<file path="src/design/rsec_pkg.sv">
// Shared types and constants for the room sensor event classifier.
// Holds the event, configuration and state structs and the code enums.
// No dependencies.
`default_nettype none

package rsec_pkg;

  localparam int unsigned TimeW   = 48;
  localparam int unsigned SampleW = 13;
  localparam int unsigned TempW   = 18;
  localparam int unsigned LightW  = 12;
  localparam int unsigned CfgIdxW = 3;
  localparam int unsigned CfgW    = 32;
  localparam int unsigned InDataW  = 64;
  localparam int unsigned OutDataW = 88;

  localparam logic [11:0] LightThresholdRst = 12'd1500;
  localparam logic [11:0] LightChangeRst    = 12'd400;
  localparam logic [10:0] HeatThresholdRst  = 11'd810;
  localparam logic [10:0] CoolThresholdRst  = 11'd820;
  localparam logic [9:0]  HumidityLowRst    = 10'd300;
  localparam logic [9:0]  HumidityHighRst   = 10'd550;
  localparam logic [31:0] OccTimeoutRst     = 32'd120000;

  typedef enum logic [1:0] {
    ACT_MOTION   = 2'd0,
    ACT_LIGHT    = 2'd1,
    ACT_TEMP     = 2'd2,
    ACT_HUMIDITY = 2'd3
  } action_e;

  typedef enum logic [CfgIdxW-1:0] {
    CFG_LIGHT_THRESHOLD = 3'd0,
    CFG_LIGHT_CHANGE    = 3'd1,
    CFG_HEAT_THRESHOLD  = 3'd2,
    CFG_COOL_THRESHOLD  = 3'd3,
    CFG_HUMIDITY_LOW    = 3'd4,
    CFG_HUMIDITY_HIGH   = 3'd5,
    CFG_OCC_TIMEOUT     = 3'd6
  } cfg_idx_e;

  typedef struct packed {
    logic [11:0] light_threshold;
    logic [11:0] light_delta;
    logic [10:0] heat_threshold_f_x10;
    logic [10:0] cool_threshold_f_x10;
    logic [9:0]  humidity_low_x10;
    logic [9:0]  humidity_high_x10;
    logic [31:0] occupancy_timeout_ms;
  } cfg_t;

  typedef struct packed {
    action_e                     action;
    logic signed [SampleW-1:0]   sample_value;
    logic [TimeW-1:0]            event_time_ms;
  } event_t;

  typedef struct packed {
    logic                        occupied;
    logic [TimeW-1:0]            last_motion_ms;
    logic                        lamp_on;
    logic                        light_seen;
    logic [LightW-1:0]           previous_light;
    logic                        heating;
    logic                        cooling;
    logic                        humidifier;
    logic signed [TempW-1:0]     temp_f_x100;
    logic signed [SampleW-1:0]   humidity_x10;
  } state_t;

endpackage

`default_nettype wire

</file>
<file path="src/design/rsec_cfg.sv">
// Configuration register file of the room sensor event classifier.
// Depends on rsec_pkg for the register index codes and the cfg_t struct.
`default_nettype none

module rsec_cfg import rsec_pkg::*; (
  input  wire logic               clk_i,
  input  wire logic               rst_ni,
  input  wire logic               cfg_we_i,
  input  wire logic [CfgIdxW-1:0] cfg_idx_i,
  input  wire logic [CfgW-1:0]    cfg_data_i,
  output cfg_t                    cfg_o
);

  cfg_t cfg_q, cfg_d;

  always_comb begin
    cfg_d = cfg_q;
    if (cfg_we_i) begin
      case (cfg_idx_e'(cfg_idx_i))
        CFG_LIGHT_THRESHOLD: cfg_d.light_threshold      = cfg_data_i[11:0];
        CFG_LIGHT_CHANGE:    cfg_d.light_delta          = cfg_data_i[11:0];
        CFG_HEAT_THRESHOLD:  cfg_d.heat_threshold_f_x10 = cfg_data_i[10:0];
        CFG_COOL_THRESHOLD:  cfg_d.cool_threshold_f_x10 = cfg_data_i[10:0];
        CFG_HUMIDITY_LOW:    cfg_d.humidity_low_x10     = cfg_data_i[9:0];
        CFG_HUMIDITY_HIGH:   cfg_d.humidity_high_x10    = cfg_data_i[9:0];
        CFG_OCC_TIMEOUT:     cfg_d.occupancy_timeout_ms = cfg_data_i[31:0];
        default: ;
      endcase
    end
  end

  always_ff @(posedge clk_i or negedge rst_ni) begin
    if (!rst_ni) begin
      cfg_q.light_threshold      <= LightThresholdRst;
      cfg_q.light_delta          <= LightChangeRst;
      cfg_q.heat_threshold_f_x10 <= HeatThresholdRst;
      cfg_q.cool_threshold_f_x10 <= CoolThresholdRst;
      cfg_q.humidity_low_x10     <= HumidityLowRst;
      cfg_q.humidity_high_x10    <= HumidityHighRst;
      cfg_q.occupancy_timeout_ms <= OccTimeoutRst;
    end else begin
      cfg_q <= cfg_d;
    end
  end

  assign cfg_o = cfg_q;

endmodule

`default_nettype wire

</file>
<file path="src/design/rsec_core.sv">
// Next-state logic of the room sensor event classifier for one event.
// Depends on rsec_pkg for the event, state and configuration structs.
`default_nettype none

module rsec_core import rsec_pkg::*; (
  input  wire cfg_t   cfg_i,
  input  wire state_t state_i,
  input  wire event_t event_i,
  output state_t      state_o
);

  logic                      is_motion, is_light, is_temp, is_hum;
  logic [LightW-1:0]         light_val;
  logic signed [13:0]        light_rise, light_fall, light_chg;
  logic                      light_above;
  logic signed [TempW-1:0]   samp_ext, lhs, heat_lim, cool_lim, temp_f;
  logic signed [13:0]        hum_ext, hum_low, hum_high;
  logic [TimeW-1:0]          last_next;
  logic signed [TimeW:0]     elapsed, timeout_ext;

  assign is_motion = (event_i.action == ACT_MOTION);
  assign is_light  = (event_i.action == ACT_LIGHT);
  assign is_temp   = (event_i.action == ACT_TEMP);
  assign is_hum    = (event_i.action == ACT_HUMIDITY);

  // Negative light samples saturate to zero.
  assign light_val   = event_i.sample_value[SampleW-1] ? '0 : event_i.sample_value[11:0];
  assign light_rise  = $signed({2'b00, light_val}) - $signed({2'b00, state_i.previous_light});
  assign light_fall  = $signed({2'b00, state_i.previous_light}) - $signed({2'b00, light_val});
  assign light_chg   = $signed({2'b00, cfg_i.light_delta});
  assign light_above = (light_val > cfg_i.light_threshold);

  // Fahrenheit comparisons done as 9*v against (threshold - 320)*5.
  assign samp_ext = {{(TempW-SampleW){event_i.sample_value[SampleW-1]}}, event_i.sample_value};
  assign lhs      = samp_ext * 18'sd9;
  assign heat_lim = ($signed({7'b0, cfg_i.heat_threshold_f_x10}) - 18'sd320) * 18'sd5;
  assign cool_lim = ($signed({7'b0, cfg_i.cool_threshold_f_x10}) - 18'sd320) * 18'sd5;
  assign temp_f   = samp_ext * 18'sd18 + 18'sd3200;

  assign hum_ext  = {event_i.sample_value[SampleW-1], event_i.sample_value};
  assign hum_low  = $signed({4'b0, cfg_i.humidity_low_x10});
  assign hum_high = $signed({4'b0, cfg_i.humidity_high_x10});

  // A timestamp earlier than the last motion gives a negative difference.
  assign last_next   = is_motion ? event_i.event_time_ms : state_i.last_motion_ms;
  assign elapsed     = $signed({1'b0, event_i.event_time_ms}) - $signed({1'b0, last_next});
  assign timeout_ext = $signed({17'b0, cfg_i.occupancy_timeout_ms});

  always_comb begin
    state_o = state_i;
    state_o.last_motion_ms = last_next;
    state_o.occupied = (is_motion | state_i.occupied) & ~(elapsed > timeout_ext);

    if (is_light) begin
      state_o.light_seen     = 1'b1;
      state_o.previous_light = light_val;
      if (!state_i.light_seen) begin
        state_o.lamp_on = light_above;
      end else if (!state_i.lamp_on && light_above && (light_rise > light_chg)) begin
        state_o.lamp_on = 1'b1;
      end else if (state_i.lamp_on && !light_above && (light_fall > light_chg)) begin
        state_o.lamp_on = 1'b0;
      end
    end

    if (is_temp) begin
      state_o.temp_f_x100 = temp_f;
      if ((lhs < heat_lim) && !state_i.heating) begin
        state_o.heating = 1'b1;
        state_o.cooling = 1'b0;
      end else if ((lhs > cool_lim) && !state_i.cooling) begin
        state_o.cooling = 1'b1;
        state_o.heating = 1'b0;
      end else if ((lhs >= heat_lim) && (lhs <= cool_lim)) begin
        state_o.heating = 1'b0;
        state_o.cooling = 1'b0;
      end
    end

    if (is_hum) begin
      state_o.humidity_x10 = event_i.sample_value;
      if ((hum_ext < hum_low) && !state_i.humidifier) begin
        state_o.humidifier = 1'b1;
      end else if ((hum_ext > hum_high) && state_i.humidifier) begin
        state_o.humidifier = 1'b0;
      end
    end
  end

endmodule

`default_nettype wire

</file>
<file path="src/design/room_sensor_event_classifier.sv">
// Top level of the room sensor event classifier: stream ports, input and
// result registers and room state. Uses rsec_pkg, rsec_cfg and rsec_core.
//
//   Channel   Direction  Transfer                 Payload
//   s_axis    in         tvalid & tready          event (action in tuser)
//   m_axis    out        tvalid & tready          status
//   cfg       in         cfg_we_i                 register index and data
//
// One event per cycle sustained while m_axis_tready is high. The input
// register feeds the state update and the result register combinationally;
// the result is offered once loaded, and the state loads together with it.
// Reset clears both valid flags and room state and restores the cfg registers.
// A stalled result holds while the input register can still take one more event.
`default_nettype none

module room_sensor_event_classifier import rsec_pkg::*; (
  input  wire logic                clk_i,
  input  wire logic                rst_ni,
  // Configuration write port
  input  wire logic                cfg_we_i,
  input  wire logic [CfgIdxW-1:0]  cfg_idx_i,
  input  wire logic [CfgW-1:0]     cfg_data_i,
  // Event stream
  input  wire logic                s_axis_tvalid,
  output logic                     s_axis_tready,
  // tdata: sample_value[12:0], event_time_ms[60:13], zeros above
  input  wire logic [InDataW-1:0]  s_axis_tdata,
  // tuser: action[1:0]
  input  wire logic [1:0]          s_axis_tuser,
  // Status stream
  output logic                     m_axis_tvalid,
  input  wire logic                m_axis_tready,
  // tdata: occupied[0], lamp_on[1], temp_f_x100[19:2], humidity_x10[32:20],
  // heat_req[33], cool_req[34], humid_req[35],
  // update_time_ms[83:36], zeros above
  output logic [OutDataW-1:0]      m_axis_tdata
);

  cfg_t   cfg;
  event_t in_event_q;
  logic   in_valid_q;
  state_t state_q, state_d;
  logic   out_valid_q;
  logic [OutDataW-1:0] out_data_q, out_data_d;
  logic   advance;

  rsec_cfg u_cfg (
    .clk_i      (clk_i),
    .rst_ni     (rst_ni),
    .cfg_we_i   (cfg_we_i),
    .cfg_idx_i  (cfg_idx_i),
    .cfg_data_i (cfg_data_i),
    .cfg_o      (cfg)
  );

  rsec_core u_core (
    .cfg_i   (cfg),
    .state_i (state_q),
    .event_i (in_event_q),
    .state_o (state_d)
  );

  assign advance       = in_valid_q && (!out_valid_q || m_axis_tready);
  assign s_axis_tready = !in_valid_q || advance;

  assign out_data_d = {4'b0,
                       in_event_q.event_time_ms,
                       state_d.humidifier,
                       state_d.cooling,
                       state_d.heating,
                       state_d.humidity_x10,
                       state_d.temp_f_x100,
                       state_d.lamp_on,
                       state_d.occupied};

  always_ff @(posedge clk_i or negedge rst_ni) begin
    if (!rst_ni) begin
      in_valid_q  <= 1'b0;
      out_valid_q <= 1'b0;
      state_q     <= '0;
    end else begin
      if (s_axis_tready) begin
        in_valid_q <= s_axis_tvalid;
      end
      if (advance) begin
        state_q     <= state_d;
        out_valid_q <= 1'b1;
      end else if (m_axis_tready) begin
        out_valid_q <= 1'b0;
      end
    end
  end

  always_ff @(posedge clk_i) begin
    if (s_axis_tready && s_axis_tvalid) begin
      in_event_q.action        <= action_e'(s_axis_tuser);
      in_event_q.sample_value  <= s_axis_tdata[SampleW-1:0];
      in_event_q.event_time_ms <= s_axis_tdata[SampleW+TimeW-1:SampleW];
    end
    if (advance) begin
      out_data_q <= out_data_d;
    end
  end

  assign m_axis_tvalid = out_valid_q;
  assign m_axis_tdata  = out_data_q;

endmodule

`default_nettype wire
</file>
<file path="config.mk">
export PLATFORM = sky130hd
export DESIGN_NAME = room_sensor_event_classifier
export DESIGN_NICKNAME = d
export VERILOG_FILES = /design/src/design/rsec_pkg.sv /design/src/design/rsec_cfg.sv /design/src/design/rsec_core.sv /design/src/design/room_sensor_event_classifier.sv
export SDC_FILE = /design/constraint.sdc
export NUM_CORES = 1
export LEC_CHECK = 0
export ABC_AREA = 1
export BUFFER_PORTS_ARGS = -buffer_cell sky130_fd_sc_hd__buf_4
export CAP_MARGIN = 40
export CORE_MARGIN = 2
export CORE_UTILIZATION = 65
export CTS_CLUSTER_SIZE = 10
export DETAILED_ROUTE_END_ITERATION = 12
export PLACE_DENSITY = 0.89
export SLEW_MARGIN = 25
export SYNTH_ARGS = -nofsm -noshare
export SYNTH_HDL_FRONTEND = slang
export SYNTH_SLANG_ARGS = --single-unit
</file>
<file path="constraint.sdc">
create_clock -name clk_i -period 8.4 [get_ports clk_i]
set_input_delay 1.26 -clock clk_i [delete_from_list [all_inputs] [get_ports clk_i]]
set_output_delay 1.26 -clock clk_i [all_outputs]
set_load 0.01 [all_outputs]
</file>
---- Word level (Yosys, flattened, before mapping) ----
Cells that the tools add are included.
storage, ports and cells
  flip-flop bits (word level) ............. 344
  output and inout port bits .............. 90
  word-level logic and storage cells ...... 103
operators by class
  add/sub/neg operators ................... 6
  multiply operators ...................... 4
  $lt $le $gt $ge ......................... 10
  equal/unequal tests ..................... 9
  mux-type cells .......................... 17
  bitwise operators ....................... 3
  reductions and logical operators ........ 31
operators by type and width
  kind                      count
  $gt A49 B33 Y1            1
  $sub A48 B48 Y49          1
  $mux W48                  1
  $mul A18 B4 Y18 const B   2
  $gt A14 B13 Y1            2
  $sub A12 B12 Y13          2
  $sub A11 B9 Y12 const B   2
  $add A18 B13 Y18 const B  1
  $ge A18 B18 Y1            1
  $gt A18 B18 Y1            1
  $le A18 B18 Y1            1
  $lt A18 B18 Y1            1
  $mul A13 B5 Y18 const B   1
  $mux W18                  1
  $mul A13 B5 Y17 const B   1
  $reduce_and A2 Y1         8
  $mux W14                  1
  $gt A13 B11 Y1            1
  $lt A13 B11 Y1            1
  $mux W13                  1
  $gt A12 B12 Y1            1
  $mux W12                  1
  $logic_and A1 B1 Y1       11
  $eq A3 B3 Y1 const B      3
  14 further kinds          33

---- Logic depth before layout (Yosys ltp) ----
Gate-level depths: netlist of run 1.
  depth after elaboration ................. 9
  depth in mapped cells ................... 37
  depth with buffers taken out ............ 35

---- Modules after synthesis ----
Synthesis of run 1 repeated with hierarchy kept, for this count alone.
second synthesis, totals
  cell total of the unflattened synthesis .. 2935
  area, all modules ....................... 23369.9 um^2
modules (own cells, without submodules)
  module                        times used  cells each  area each (um^2)  seq. area each (um^2)
  rsec_core                     1           1916        11162.0           0.0
  room_sensor_event_classifier  1           582         8345.5            6891.6
  rsec_cfg                      1           437         3862.5            2496.1

---- Worst setup path before layout of run 1 ----
No wires, ideal clock.
  kind .................................... input port to flip-flop
  start ................................... input port m_axis_tready
  end ..................................... register out_data_q[0] (netlist: m_axis_tdata[0]), enable pin
  arrival time ............................ 4.013 ns
  data required time ...................... 7.919 ns
  path slack .............................. 3.906 ns
  cell stages on the path ................. 5
  cells stage by stage .................... inv_1 > nand2_1 > nand2_1 > clkinv_1 > clkbuf_1
on the way
  word-level cells in the longest chain between the ends .. 2
ends and longest elaborated chain
  element               RTL line                             source
  from (decl)           room_sensor_event_classifier.sv:32   input wire logic m_axis_tready,
  $logic_or A1 B1 Y1    room_sensor_event_classifier.sv:63   assign advance = in_valid_q && (!out_valid_q || m_axis_tready);
  $logic_and A1 B1 Y1   room_sensor_event_classifier.sv:63
  net advance           room_sensor_event_classifier.sv:45   logic advance;
  to (signal assigned)  room_sensor_event_classifier.sv:101  out_data_q <= out_data_d;
  to (decl)             room_sensor_event_classifier.sv:44   logic [OutDataW-1:0] out_data_q, out_data_d;
The timed path passes the listed nets, and every way through them passes these cells.
A chain may end at the register's enable or synchronous reset.

==> results of run 1 <==
[placed cells by master (no fill, tap or decap), drive strengths merged, types with 2 or more instances in the layout]
| cell | n |
|---|---|
| nand2 | 566 |
| inv | 362 |
| o21ai | 267 |
| ha | 260 |
| buf | 203 |
| a21oi | 182 |
| nor2 | 172 |
| dfrtp | 162 |
| edfxtp | 147 |
| nand3 | 88 |
| clkbuf | 72 |
| xor2 | 67 |
| mux2i | 40 |
| dfstp | 35 |
| xnor2 | 30 |
| nand4 | 26 |
| o21bai | 17 |
| nor3 | 16 |
| o211ai | 14 |
| a211oi | 9 |
| a31oi | 9 |
| a21o | 7 |
| o21a | 7 |
| nor4 | 6 |
| fa | 6 |
| clkinv | 6 |
| or2 | 4 |
| o2111ai | 4 |
| conb | 4 |
| o221ai | 3 |
| a221oi | 3 |
| nand3b | 3 |
| a31o | 3 |
| and2 | 2 |
| o22ai | 2 |
| a22oi | 2 |
| a21boi | 2 |
[through the flow]
| stage | instances | hold slack, ns | setup slack (ns) | instance area [um^2] |
|---|---|---|---|---|
| floorplan | 2596 | 0.4417 | 3.906 | 22280 |
| global placement | 3181 | 0.4561 | 2.879 | 24090 |
| detailed placement | 3183 | 0.4635 | 2.832 | 24120 |
| CTS | 3259 | 0.4797 | 2.744 | 25330 |
| global route | 3263 | 0.5010 | 2.941 | 25420 |
| finish | 3264 | 0.4816 | 3.216 | 25420 |
[area by class of cell]
type | count | area share (%)
antenna | 1 | 0.009843
clock buffer | 71 | 4.557
clock inverter | 5 | 0.2116
inverter | 363 | 5.369
multi-input combinational | 1828 | 44.39
sequential | 344 | 36.92
tap | 448 | 2.205
timing repair buffer | 204 | 6.334
[where the power goes]
part / internal, W / switching (W)
Clock: 0.000937 / 0.000688
Sequential: 0.00219 / 0.000233
Combinational: 0.00152 / 0.00261
[flip-flops by register name, summed over array words and instances (netlist names)]
name           count
u_cfg.cfg_o       98
state_q           97
m_axis_tdata      84
in_event_q        63
in_valid_q         1
m_axis_tvalid      1
[path summary, 6_finish.rpt]
path                                   end           start
max reg2reg                m_axis_tdata[0]  in_event_q[62]
max                        m_axis_tdata[0]  in_event_q[62]
min reg2reg                    state_q[96]     state_q[96]
min                            state_q[96]     state_q[96]
min in group asynchronous  u_cfg.cfg_o[97]          rst_ni
max in group asynchronous   u_cfg.cfg_o[4]          rst_ni
[worst reg2reg max path, delay by kind of cell (launching register included)]
family / cells / cell delay (ns)
adder cells (fa/ha/maj): 2 / 0.59
AO/OA/AOI/OAI: 7 / 1.83
flip-flops: 1 / 0.52
buffers and inverters: 1 / 0.37
XOR/XNOR: 1 / 0.20
multiplexers: 1 / 0.30
AND/OR/NAND/NOR: 12 / 1.21
[cell families (layout without fill, tap and decap cells)]
family          count (synthesis)  after routing  share of synthesized area (%)
simple gates                  886            886                          16.65
buf+inv                       424            643                          7.281
xor+xnor                       97             97                          3.815
flops                         344            344                          42.15
fa+ha+maj                     266            266                          15.15
other cells                     1              5                        0.01684
mux                            40             40                          1.798
compound gates                535            535                          13.15
[layer usage]
layer / part of all wire, % / vias up / global-route usage [%]
li1: - / 9039 / -
met1: 44 / 9179 / 50.02
met2: 45 / 878 / 54.40
met3: 8.5 / 151 / 5.431
met4: 3.4 / 0 / 13.49
met5: 0 / - / 0
==> flow_summary.toml, run 1 <==
[detailed_routing]
wire_per_inst_um = 19.12
wl_um = 62410
dr.pass1.iters = 5
drcViolationCount = 0
routed_via_density = 5.897
drt_iter0_drc = 1779
dr_total_vias = 19250
ant_nets = 0

[run_status]
outcome = "finished clean"

[critical_path]
path_common_cell = "nand2_1"
cp_top_family = "compound AO/OA/AOI/OAI gates"
worst_ep_arrival_time_ns = 5.59
crit_path_end_kind = "flop"
criticalPathCategory = "flop to flop"
slowest_stage = "edfxtp_1"
worst-path-stages = 24
worstPathMaxFanout = 16
ff2ff_setup_slack_ns = 3.22
worstPathRequired_ns = 8.81
worstPathCellList = "nor2_4, buf_4, mux2i_1, ha_1, a21oi_1, o21ai_0, a21oi_1, o21ai_0, a41oi_1, xnor2_1, ha_1, nand2_1, nor2_1, a211oi_1, nand2_1, nand2_1, nand2_1, nand2_1, nand2_1, nand2_1, nand2_1, nor2_1, nand3_1, a21boi_1"
rr_worst_depth = 24
cpPeakStageDelay_ns = 0.52
crit_buf_inv = 1
cp-start-kind = "flop"

[global_route]
grtUsageTotal_pct = 35.12
grt_overflow = 0
antenna_found_initial = 0
grt_pass1_vias = 19000
grt_pass1_wl_um = 98170
grt_max_degree = 88

[sta]
totalNegativeSetupSlack_ns = 0
rsz0062_at_grt = "no"
fmax_mhz = 192.9
post-route-min-period_ns = 5.184
hold_violations = 0
worst_slew_pin_slew_ns = 0.7701
min_period_over_period_pct = 61.72
relSlewSlack_pct = 48.54
setup_viol_count_final = 0
slew_violations = 0
finalClockSkew_ns = 0.01997

[hold_path]
min_path_cells = 2
hold_class = "flop to flop"

[floorplanning]
start_util_pct = 66.25
fp.coreArea_mm2 = 0.03362
die_h_um = 189.1
io_pins = 196
dieArea_mm2 = 0.03576
die_w_um = 189.1
std_cell_rows = 67

[synthesis]
yosys-top-cells-area = "edfxtp_1 (20%), dfrtp_1 (18%), ha_1 (15%)"
yosys_warnings = 0
syn_area_per_cell_um2 = 8.589
synth_cell_types = 59
ys_async_sr_fraction_pct = 57.27
yosys_register_bits = 344
netlist_instances = 2593
ys_seq_area_share_pct = 42.15
yosysTopAreaCellShare_pct = 19.82
yosys-top-cells-count = "nand2_1 (553), inv_1 (354), ha_1 (260)"
yosysMostFrequentCell = "nand2_1"
synth.largest_area_cell = "edfxtp_1"
synth_edf_count = 147
synth-main-ff-cell = "dfrtp_1"
syn_area_mm2 = 0.02227

[clock_network]
cts_root_buffer = "clkbuf_16"
clockBufferDepth = 3
clkLatencyLatePin_ns = 0.57
tritoncts = "yes"
cts_buffers = 41
h-tree-depth = 2
post_cts_buffers = 0
ctsHoldBuffers = 0
clock_sinks = 344
path_clk_slew_ns = 0.06
ctsResizeCount = 0

[power_and_ir_drop]
p_total_w = 0.008182
max-vdd-ir-drop_uv = 222.3
power.density_mw_per_mm2 = 321.8
leakagePower_nw = 12.18

[placed_design]
post-dp-hpwl_um = 46700
globalplace.congestion = 0.9520
portBuffers = 188

[final_layout]
drive_gt1_share_pct = 12.04
multi_input_area_mm2 = 0.01129
final_util_pct = 75.63
fillers = 2304
syn_to_final_growth_pct = 14.16
regArea_mm2 = 0.009388
nNetsFinal = 3154

[run]
maxCapViolCount = 0
Note: power is estimated with default switching activity, not from simulation.
==> run 2, diff against run 1 <==
--- a/config.mk
+++ b/config.mk
@@ -9,10 +9,10 @@
 export BUFFER_PORTS_ARGS = -buffer_cell sky130_fd_sc_hd__buf_4
 export CAP_MARGIN = 40
 export CORE_MARGIN = 2
-export CORE_UTILIZATION = 65
+export CORE_UTILIZATION = 61
 export CTS_CLUSTER_SIZE = 10
 export DETAILED_ROUTE_END_ITERATION = 12
-export PLACE_DENSITY = 0.89
+export PLACE_DENSITY = 0.84
 export SLEW_MARGIN = 25
 export SYNTH_ARGS = -nofsm -noshare
 export SYNTH_HDL_FRONTEND = slang
==> constraint.sdc (replaced) <==
create_clock -name clk_i -period 5.1 [get_ports clk_i]
set_input_delay 0.765 -clock clk_i [delete_from_list [all_inputs] [get_ports clk_i]]
set_output_delay 0.765 -clock clk_i [all_outputs]
set_load 0.01 [all_outputs]
==> flow_summary.toml, run 2 (synthesized netlist as in run 1, its figures left out) <==
[sta]
worst_slew_pin_slew_ns = 0.7628
hold_violations = 0
setup_slack_ns = 0.2858
holdWs_ns = 0.09941
finalClockSkew_ns = 0.02731
post-route-min-period_ns = 4.814
fmax_mhz = 207.7
relSlewSlack_pct = 49.03
min_period_over_period_pct = 94.40
slew_violations = 0
setup_viol_count_final = 0
totalNegativeSetupSlack_ns = 0

[floorplanning]
start_util_pct = 62.31
die_h_um = 195.1
std_cell_rows = 69
dieArea_mm2 = 0.03805
fp.coreArea_mm2 = 0.03574
io_pins = 196
die_w_um = 195.1

[global_route]
antenna_found_initial = 0
grt_pass1_vias = 18570
grt_pass1_wl_um = 96700
grtUsageTotal_pct = 32.46
grt_max_degree = 102
grt_overflow = 0

[critical_path]
worstPathCellList = "nor2_4, buf_4, buf_4, mux2i_1, ha_1, nand2_1, o21bai_1, a21oi_1, o21ai_0, a21oi_1, xor2_1, ha_1, nand2_1, nor4_1, nand4_1, nand2_1, nand2_1, nor2_2, nand3_1, a21boi_1"
slowest_stage = "edfxtp_1"
criticalPathCategory = "flop to flop"
path_common_cell = "nand2_1"
rr_worst_depth = 20
cp_top_family = "simple AND/OR/NAND/NOR gates"
worstPathMaxFanout = 13
crit_buf_inv = 2
cp-start-kind = "flop"
worstPathRequired_ns = 5.52
cpPeakStageDelay_ns = 0.49
cp-startpoint = "in_event_q[62]"
r2r_start = "in_event_q[62]"
worst-path-stages = 20
crit_path_end_kind = "flop"
worst_ep_arrival_time_ns = 5.23

[clock_network]
ctsHoldBuffers = 0
h-tree-depth = 2
tritoncts = "yes"
cts_root_buffer = "clkbuf_16"
cts_buffers = 41
path_clk_slew_ns = 0.06
clkLatencyLatePin_ns = 0.57
clock_sinks = 344
clockBufferDepth = 3

[placed_design]
place_ws_ns = 0.3582
post-dp-hpwl_um = 46820
portBuffers = 188
place_area_mm2 = 0.02421
globalplace.congestion = 0.9870

[detailed_routing]
drcViolationCount = 0
wire_per_inst_um = 18.86
drt_iter0_drc = 1728
ant_nets = 0
dr.pass1.iters = 6
routed_via_density = 5.793
wl_um = 61900
dr_total_vias = 19020

[final_layout]
largest_reg_flops = 98
syn_to_final_growth_pct = 14.58
final_common_cell = "nand2_1"
nNetsFinal = 3161
fillers = 2665
drive_gt1_share_pct = 12.37
fin_area_mm2 = 0.02552
final_cell_mix = "nand2_1 (551), inv_1 (353), ha_1 (260)"

[run]
maxCapViolCount = 0

[hold_path]
hold_class = "primary input to async pin"

[power_and_ir_drop]
power.density_mw_per_mm2 = 528.4
leakagePower_nw = 12.23
max-vdd-ir-drop_uv = 352.0

[run_status]
outcome = "finished clean"
[run 2: changes by cell type in the layout (fill, tap and decap cells not counted), sizes merged]
cell      previous run  this run
buf                203       210
clkinv               6         4
clkinvlp             0         1
[run 2: power by group]
part	internal (W)	switching [W]
Sequential	0.00361	0.000370
Clock	0.00156	0.00116
Combinational	0.00252	0.00426
[run 2: area by class of cell]
class | count | area [um^2] | area share, %
Multi-Input combinational cell | 1828 | 11300 | 44.27
Clock inverter | 4 | 48.80 | 0.1912
Inverter | 363 | 1365 | 5.349
Tap cell | 461 | 576.8 | 2.260
Timing Repair Buffer | 211 | 1672 | 6.551
Sequential cell | 344 | 9388 | 36.79
Clock buffer | 71 | 1169 | 4.580
Antenna cell | 1 | 2.502 | 0.009806
[run 2: metrics by stage]
step / util (%) / instances / total power (W)
finish: 71.40 / 3283 / 0.01348
global route: 71.39 / 3282 / 0.01450
CTS: 71.13 / 3278 / 0.01337
detailed placement: 67.72 / 3203 / 0.01057
global placement: 67.70 / 3202 / 0.01023
floorplan: - / 2596 / 0.008601
[run 2: path summary, 6_finish.rpt]
kind,to,slack [ns]
max,m_axis_tdata[0],0.29
min,state_q[41],0.1
max reg2reg,m_axis_tdata[0],0.29
min reg2reg,state_q[2],0.48
max in group asynchronous,state_q[92],4.10
min in group clk_i,in_event_q[53],0.37
[run 2: routing by layer]
layer	vias to the layer above	part of all wire [%]	global-route usage [%]
li1	9053	-	-
met1	8984	45	46.42
met2	856	44	50.15
met3	124	8.2	5.199
met4	0	3.2	11.87
met5	-	0	0
[run 2: repair_timing]
item,4_1_cts,5_1_grt
buffers inserted,0,0
gates resized for setup,0,2
endpoints found under the setup margin,0,2
